**src/tlpq_pkg.sv**
```systemverilog
// Shared types and constants for the three-level priority queue.
package tlpq_pkg;

	localparam int CAPACITY = 8;
	localparam int LEVELS   = 3;
	localparam int DATA_W   = 32;
	localparam int OCC_W    = 4;
	localparam int PTR_W    = (CAPACITY > 1) ? $clog2(CAPACITY) : 1;
	localparam int CNT_W    = $clog2(CAPACITY + 1);
	localparam int LV_W     = 2;
	localparam int ADDR_W   = $clog2(LEVELS * CAPACITY);

	localparam logic CMD_ENQ = 1'b0;
	localparam logic CMD_DEQ = 1'b1;

	localparam logic [1:0] ST_OK      = 2'd0;
	localparam logic [1:0] ST_FULL    = 2'd1;
	localparam logic [1:0] ST_EMPTY   = 2'd2;
	localparam logic [1:0] ST_BAD_PRI = 2'd3;

	localparam logic [1:0] PRI_NONE = 2'd0;

	typedef struct packed {
		logic                     command;
		logic signed [DATA_W-1:0] item_value;
		logic [1:0]               priority_level;
	} req_t;

	typedef struct packed {
		logic signed [DATA_W-1:0] out_value;
		logic [1:0]               status;
		logic                     now_empty;
		logic                     now_full;
		logic [OCC_W-1:0]         occupancy;
	} rsp_t;

	// controller to datapath
	typedef struct packed {
		logic load;
		logic exec;
	} dp_ctl_t;

endpackage

```
**src/tlpq_ctrl.sv**
```systemverilog
// Command sequencer: accept, execute, respond.
module tlpq_ctrl (
	input  logic             clk,
	input  logic             arst_n,
	input  logic             start,
	output logic             busy,
	output logic             done,
	output tlpq_pkg::dp_ctl_t ctl
);
	import tlpq_pkg::*;

	localparam logic [1:0] S_IDLE = 2'd0;
	localparam logic [1:0] S_EXEC = 2'd1;
	localparam logic [1:0] S_RESP = 2'd2;

	logic [1:0] state_q;
	logic [1:0] state_d;
	logic       accept;

	assign busy   = (state_q == S_EXEC);
	assign accept = start && !busy;

	always_comb begin
		state_d = state_q;
		unique case (state_q)
			S_IDLE: begin
				if (accept) state_d = S_EXEC;
			end
			S_EXEC: begin
				state_d = S_RESP;
			end
			S_RESP: begin
				// a new transaction may start while the result is shown
				state_d = accept ? S_EXEC : S_IDLE;
			end
			default: begin
				state_d = S_IDLE;
			end
		endcase
	end

	always_ff @(posedge clk or negedge arst_n) begin
		if (!arst_n) begin
			state_q <= S_IDLE;
		end else begin
			state_q <= state_d;
		end
	end

	assign ctl.load = accept;
	assign ctl.exec = (state_q == S_EXEC);
	assign done     = (state_q == S_RESP);

endmodule

```
**src/tlpq_dp.sv**
```systemverilog
// Datapath: level pointers, counts, value store and result registers.
module tlpq_dp (
	input  logic              clk,
	input  logic              arst_n,
	input  tlpq_pkg::dp_ctl_t ctl,
	input  tlpq_pkg::req_t    req,
	output tlpq_pkg::rsp_t    rsp
);
	import tlpq_pkg::*;

	logic              [DATA_W-1:0] mem [LEVELS*CAPACITY];
	req_t                           req_q;
	logic [PTR_W-1:0]               head_q  [LEVELS];
	logic [PTR_W-1:0]               tail_q  [LEVELS];
	logic [CNT_W-1:0]               lcnt_q  [LEVELS];
	logic [CNT_W-1:0]               total_q;
	logic [1:0]                     status_q;
	logic                           deq_ok_q;
	logic [DATA_W-1:0]              rd_data_q;

	logic              is_full;
	logic              is_empty;
	logic              enq_go;
	logic              deq_go;
	logic [1:0]        status_d;
	logic [LV_W-1:0]   enq_lv;
	logic [LV_W-1:0]   deq_lv;
	logic [PTR_W-1:0]  tail_cur;
	logic [PTR_W-1:0]  head_cur;
	logic [ADDR_W-1:0] wr_addr;
	logic [ADDR_W-1:0] rd_addr;

	function automatic logic [PTR_W-1:0] adv(input logic [PTR_W-1:0] p);
		adv = (p == PTR_W'(CAPACITY - 1)) ? '0 : p + PTR_W'(1);
	endfunction

	assign is_full  = (total_q >= CNT_W'(CAPACITY));
	assign is_empty = (total_q == '0);
	assign enq_lv   = req_q.priority_level - LV_W'(1);
	// strict priority: highest non-empty level wins
	assign deq_lv   = (lcnt_q[2] != '0) ? LV_W'(2) :
	                  (lcnt_q[1] != '0) ? LV_W'(1) : LV_W'(0);

	always_comb begin
		enq_go   = 1'b0;
		deq_go   = 1'b0;
		status_d = ST_OK;
		if (req_q.command == CMD_ENQ) begin
			if (is_full)                                status_d = ST_FULL;
			else if (req_q.priority_level == PRI_NONE)  status_d = ST_BAD_PRI;
			else                                        enq_go   = ctl.exec;
		end else begin
			if (is_empty) status_d = ST_EMPTY;
			else          deq_go   = ctl.exec;
		end
	end

	assign tail_cur = tail_q[enq_lv];
	assign head_cur = head_q[deq_lv];
	assign wr_addr  = ADDR_W'(enq_lv) * ADDR_W'(CAPACITY) + ADDR_W'(tail_cur);
	assign rd_addr  = ADDR_W'(deq_lv) * ADDR_W'(CAPACITY) + ADDR_W'(head_cur);

	always_ff @(posedge clk) begin
		if (ctl.load) req_q <= req;
		if (enq_go)   mem[wr_addr] <= req_q.item_value;
		if (deq_go)   rd_data_q <= mem[rd_addr];
		if (ctl.exec) status_q <= status_d;
	end

	always_ff @(posedge clk or negedge arst_n) begin
		if (!arst_n) begin
			for (int i = 0; i < LEVELS; i++) begin
				head_q[i] <= '0;
				tail_q[i] <= '0;
				lcnt_q[i] <= '0;
			end
			total_q  <= '0;
			deq_ok_q <= 1'b0;
		end else begin
			if (ctl.exec) deq_ok_q <= deq_go;
			for (int i = 0; i < LEVELS; i++) begin
				if (enq_go && enq_lv == LV_W'(i)) begin
					tail_q[i] <= adv(tail_q[i]);
					lcnt_q[i] <= lcnt_q[i] + CNT_W'(1);
				end
				if (deq_go && deq_lv == LV_W'(i)) begin
					head_q[i] <= adv(head_q[i]);
					lcnt_q[i] <= lcnt_q[i] - CNT_W'(1);
				end
			end
			if (enq_go)      total_q <= total_q + CNT_W'(1);
			else if (deq_go) total_q <= total_q - CNT_W'(1);
		end
	end

	assign rsp.out_value = deq_ok_q ? rd_data_q : '0;
	assign rsp.status    = status_q;
	assign rsp.now_empty = (total_q == '0);
	assign rsp.now_full  = (total_q == CNT_W'(CAPACITY));
	assign rsp.occupancy = OCC_W'(total_q);

endmodule

```
**src/three_level_priority_queue_core.sv**
```systemverilog
// Top level of the three-level strict-priority queue.
// Each transaction is an enqueue (value into the FIFO of levels 1..3) or a
// dequeue (oldest value of the highest non-empty level); all levels share
// CAPACITY slots. A transaction is taken when start is high and busy low,
// and its result appears on rsp for one cycle with done high, in the
// respond state that follows the execute state; the receiver cannot stall
// it. busy is high only in the execute cycle, so a new transaction may
// start in the cycle its predecessor's result is shown. The command
// register is loaded at acceptance and only acted on in the execute cycle
// that follows. Rejected commands change nothing and report full, empty
// or bad priority in status.
module three_level_priority_queue_core (
	input  logic           clk,
	input  logic           arst_n,
	input  logic           start,
	output logic           busy,
	input  tlpq_pkg::req_t req,
	output logic           done,
	output tlpq_pkg::rsp_t rsp
);
	import tlpq_pkg::*;

	dp_ctl_t ctl;

	tlpq_ctrl u_ctrl (
		.clk    (clk),
		.arst_n (arst_n),
		.start  (start),
		.busy   (busy),
		.done   (done),
		.ctl    (ctl)
	);

	tlpq_dp u_dp (
		.clk    (clk),
		.arst_n (arst_n),
		.ctl    (ctl),
		.req    (req),
		.rsp    (rsp)
	);

endmodule
```
**config.mk**
```make
export PLATFORM = sky130hd
export DESIGN_NAME = three_level_priority_queue_core
export DESIGN_NICKNAME = d
export VERILOG_FILES = /design/src/tlpq_pkg.sv /design/src/tlpq_ctrl.sv /design/src/tlpq_dp.sv /design/src/three_level_priority_queue_core.sv
export SDC_FILE = /design/constraint.sdc
export NUM_CORES = 1
export LEC_CHECK = 0
export BUFFER_PORTS_ARGS = -buffer_cell sky130_fd_sc_hd__buf_4
export CAP_MARGIN = 10
export CORE_ASPECT_RATIO = 0.5
export CORE_MARGIN = 4
export CORE_UTILIZATION = 45
export CTS_CLUSTER_DIAMETER = 120
export CTS_CLUSTER_SIZE = 24
export DETAILED_ROUTE_END_ITERATION = 10
export GPL_TIMING_DRIVEN = 0
export REMOVE_ABC_BUFFERS = 1
export SYNTH_ARGS = -nofsm -noshare
export SYNTH_HDL_FRONTEND = slang
export SYNTH_HIERARCHICAL = 1
export SYNTH_SLANG_ARGS = --single-unit
```
**constraint.sdc**
```tcl
create_clock -name clk -period 5.8 [get_ports clk]
set_clock_uncertainty 0.2 [all_clocks]
set_input_delay 0.58 -clock clk [delete_from_list [all_inputs] [get_ports clk]]
set_output_delay 0.58 -clock clk [all_outputs]
set_load 0.005 [all_outputs]
```
==> metrics.md <==
| Metric | Value |
|---|---|
| Status | complete, no violations |
| Worst-case clock buffer depth | 3 |
| P_leak | approximately 13 nW |
| Vias in the first global route | between 20000 and 25000 |
| Number of setup violations in the final report | 0 |
| Net Sw Frac | 36.1% |
| Die height | between 200 and 250 µm |
| H-tree depth | 2 |
| Seq/Total Area, Yosys | between 70% and 80% |
| Vias | 21990 |
| Critical path class | register to register |
| Mapped Area | 0.0354 mm² |
| Yosys Warn Count | 6 |
| Worst path slowest cell | or4_1 |
| Reg power frac | between 40 and 50% |
| Detailed Routing Iterations Pass 1 | 5 |
| Hold Buf Count CTS | 36 |
| CTS tree | built |
| Area share of the largest cell type after synthesis | 71.0% |
| Layout Nets | 2573 |
| Dominant cell type by area after synthesis | edfxtp_1 |
| # fillers | around 6300 |
| Final Hold Viols | 0 |
| Most common cell on crit path | buf_16 |
| Pin count of the biggest net entering global routing | 85 |
| Worst path required time | approximately 5.9 ns |
| Final min period | between 5 and 6 ns |
| Drc violations | 0 |
| Max-capacitance violation count | 0 |
| Final GP Congestion | ~0.76 |
| Internal power | between 0.01 and 0.015 W |
| CP arrival | about 5.2 ns |
| Actual slew at the worst max-slew pin | 1.21 ns |
| RSZ-0062 raised after global routing | false |
| Core area | slightly below 0.08 mm² |
| DR WL/cell | 26.4 µm |
| Sink Count | 870 |
| Resized Gates After CTS | 0 |
| Async S/R FF share, synth | approximately 3.8% |
| Post-route antenna net violation count | 0 |
| Cell row count | just over 70 |
| First-pass GRT wire length | 138 mm |
| Final HPWL DP | approximately 57 mm |
| Peak VDD IR | 0.000481 V |
| Ratio of cells with drive above 1 in the final layout | roughly an eighth |
| Sw power | 0.00597 W |
| Combinational Power Share | 35.4% |
| Placed Cells | 3466 |
| Num CTS Buffers | between 40 and 50 |
| Synthesis-to-finish area growth | 12.8% |
| Flop and latch count out of synthesis | 870 |
| CP max stage delay | about 1.1 ns |
| CTS root buffer | clkbuf_16 |
| Count of cell types in the netlist | between 50 and 60 |
| Total power | ~0.017 W |
| Reg clk slew, reported paths | around 0.1 ns |
| Finished Layout Cells | 3553 |
| Vias/cell | approximately 6.2 |
| Synth Instances | between 2000 and 2500 |
| Post-CTS Setup Inserts | 0 |
| Crit share post-route | between 80 and 90% |
| Antenna diodes | 0 |
| Skew-Pair Late Insertion Delay | 0.61 ns |
| Synth top area cells | edfxtp_1 71%, o21ai_0 3.0%, nand3_1 2.7% |
| Routed wire length | ~94 mm |
| Most frequent cells in the layout | 837 x edfxtp_1, 214 x o21ai_0, 190 x nand3_1, 175 x nand2_1, 135 x a21oi_1 |
| Die ar. | approximately 0.083 mm² |
| Grt ovf | 0 |
| Synth Area per Inst | approximately 14 µm² |
| Power Dens Cells | between 400 and 500 mW/mm² |
| # IOs | 80 |
| Initial Util | a little under half |
| Initial antenna violation count | 1 |
| Commonest non-fill, non-tap cell in the layout | edfxtp_1 |
| Worst Path Max Fanout | 84 |
| Die width | 405 µm |
| Slew headroom | 19.4% |
| Endpoint class of the critical path | register |
| DR iter-0 viols | roughly 2800 |
| Primary FF master, synth | edfxtp_1 |
| Min-delay worst type | input port to register |
| # port buffers | just under 80 |
| Final Max Slew Viols | 0 |
| Critical Path Start Type | register |
| Tot GR Track Use | 22.1% |
| Fmax | a little under 200 MHz |
| EDFF count, synth | ~840 |
| Clk pwr share | between 10% and 20% |
| Worst-path cell chain | or4_1 > o211ai_4 > buf_16 > buf_16 > nand2_8 > buf_16 > a211oi_1 > a311o_1 > nand4_1 |
==> registers in the layout, summed over array words and instances, names as in the netlist <==
register / cells
u_ctrl/state_q: 2
u_dp/deq_ok_q: 1
u_dp/head_q: 9
u_dp/lcnt_q: 8
u_dp/mem: 768
u_dp/rd_data_q: 32
u_dp/req_q: 35
u_dp/status_q: 2
u_dp/tail_q: 9
u_dp/total_q: 4
==> logic make-up (layout without fill, tap and decap cells) <==
kind of cell	after synthesis	after routing	share of synthesized area, %
compound gates	621	621	11.5
flops	870	870	73.4
xor+xnor	8	8	0.198
mux	62	62	1.89
simple gates	666	666	9.71
fa+ha+maj	25	25	0.947
buf+inv	209	265	2.44
==> per-layer routing <==
| metal | global-route usage [%] | vias to the layer above | wire length (µm) |
|---|---|---|---|
| met4 | 5.32 | 0 | 1930 |
| met3 | 3.59 | 115 | 7790 |
| met1 | 33.0 | 11270 | 41800 |
| met5 | 0 | - | 0 |
| li1 | - | 9670 | - |
| met2 | 34.2 | 935 | 42400 |
==> path summary, 6_finish.rpt <==
path | start | end | depth (start not counted) | slack, ns
setup reg to reg | u_dp/lcnt_q[5] | u_dp/rd_data_q[5] | 9 | 0.75
setup / recovery | u_dp/lcnt_q[5] | u_dp/rd_data_q[5] | 9 | 0.75
min in group asynchronous | arst_n | u_dp/tail_q[8] | 2 | 0.27
hold / removal | start | u_ctrl/state_q[0] | 2 | 0.02
hold reg to reg | u_ctrl/state_q[0] | u_ctrl/state_q[0] | 1 | 0.28
max in group asynchronous | arst_n | u_dp/head_q[0] | 2 | 4.77
==> final cells by class <==
class                      instances  area [µm²]  share of cell area (%)
sequential                       870       26000                    65.0
multi-input combinational       1382        8860                    22.2
timing repair buffer             199        2620                    6.55
tap                             1036        1300                    3.25
clock buffer                      49        1100                    2.75
inverter                          15        56.3                   0.141
clock inverter                     2        28.8                  0.0721
==> per-stage QoR <==
step	worst slack, ns	utilization, %	instance area [µm²]	TNS, ns	hold slack (ns)
final	0.755	51.5	39900	0	0.0207
after global routing	0.481	51.5	39900	0	0.00159
after CTS	0.744	51.5	39900	0	0.000356
after detailed placement	0.773	49.5	38400	0	0.264
after global placement	-31.58	47.0	36500	-1960.47	0.256
after floorplan	-7.23	-	34600	-231.23	0.0844
==> worst max-delay path, delay by kind of cell, from the launching register on <==
family / cells / cell delay [ns]
flip-flops: 1 / 0.53
buffers and inverters: 3 / 0.88
AND/OR/NAND/NOR: 3 / 1.65
AO/OA/AOI/OAI: 3 / 1.40
==> cell usage after synthesis (2+ instances only) <==
| cell | number |
|---|---|
| xor2_1 | 5 |
| o21ai_0 | 214 |
| nor2_1 | 33 |
| nor2b_1 | 22 |
| a211oi_1 | 67 |
| o32ai_1 | 18 |
| a22o_1 | 3 |
| and3_1 | 97 |
| fa_1 | 3 |
| buf_1 | 10 |
| o211ai_1 | 19 |
| nor4b_1 | 2 |
| inv_1 | 15 |
| ha_1 | 22 |
| or4_1 | 3 |
| nand3_1 | 191 |
| a21oi_1 | 137 |
| a22oi_1 | 3 |
| dfrtp_1 | 33 |
| buf_2 | 41 |
| a311o_1 | 64 |
| a21o_1 | 8 |
| mux2_2 | 40 |
| a211o_1 | 32 |
| buf_4 | 7 |
| mux2i_1 | 22 |
| o2111ai_1 | 18 |
| a31oi_1 | 13 |
| or3_1 | 2 |
| nand4_1 | 33 |
| nor4_1 | 32 |
| a21boi_0 | 18 |
| edfxtp_1 | 837 |
| and2_1 | 50 |
| nor4_4 | 2 |
| nand2b_1 | 6 |
| xnor2_1 | 3 |
| nor3_1 | 11 |
| clkbuf_1 | 136 |
| nand2_1 | 178 |
==> power groups by stage <==
stage          Sequential [W]  Combinational, W  Clock (W)
2_1_floorplan         0.00750           0.00340          0
3_3_place_gp          0.00762           0.00427          0
3_5_place_dp          0.00757           0.00579          0
4_1_cts               0.00743           0.00583    0.00333
5_1_grt               0.00747           0.00633    0.00354
6_report              0.00743           0.00586    0.00327
Note: power is estimated with default switching activity, not from simulation.
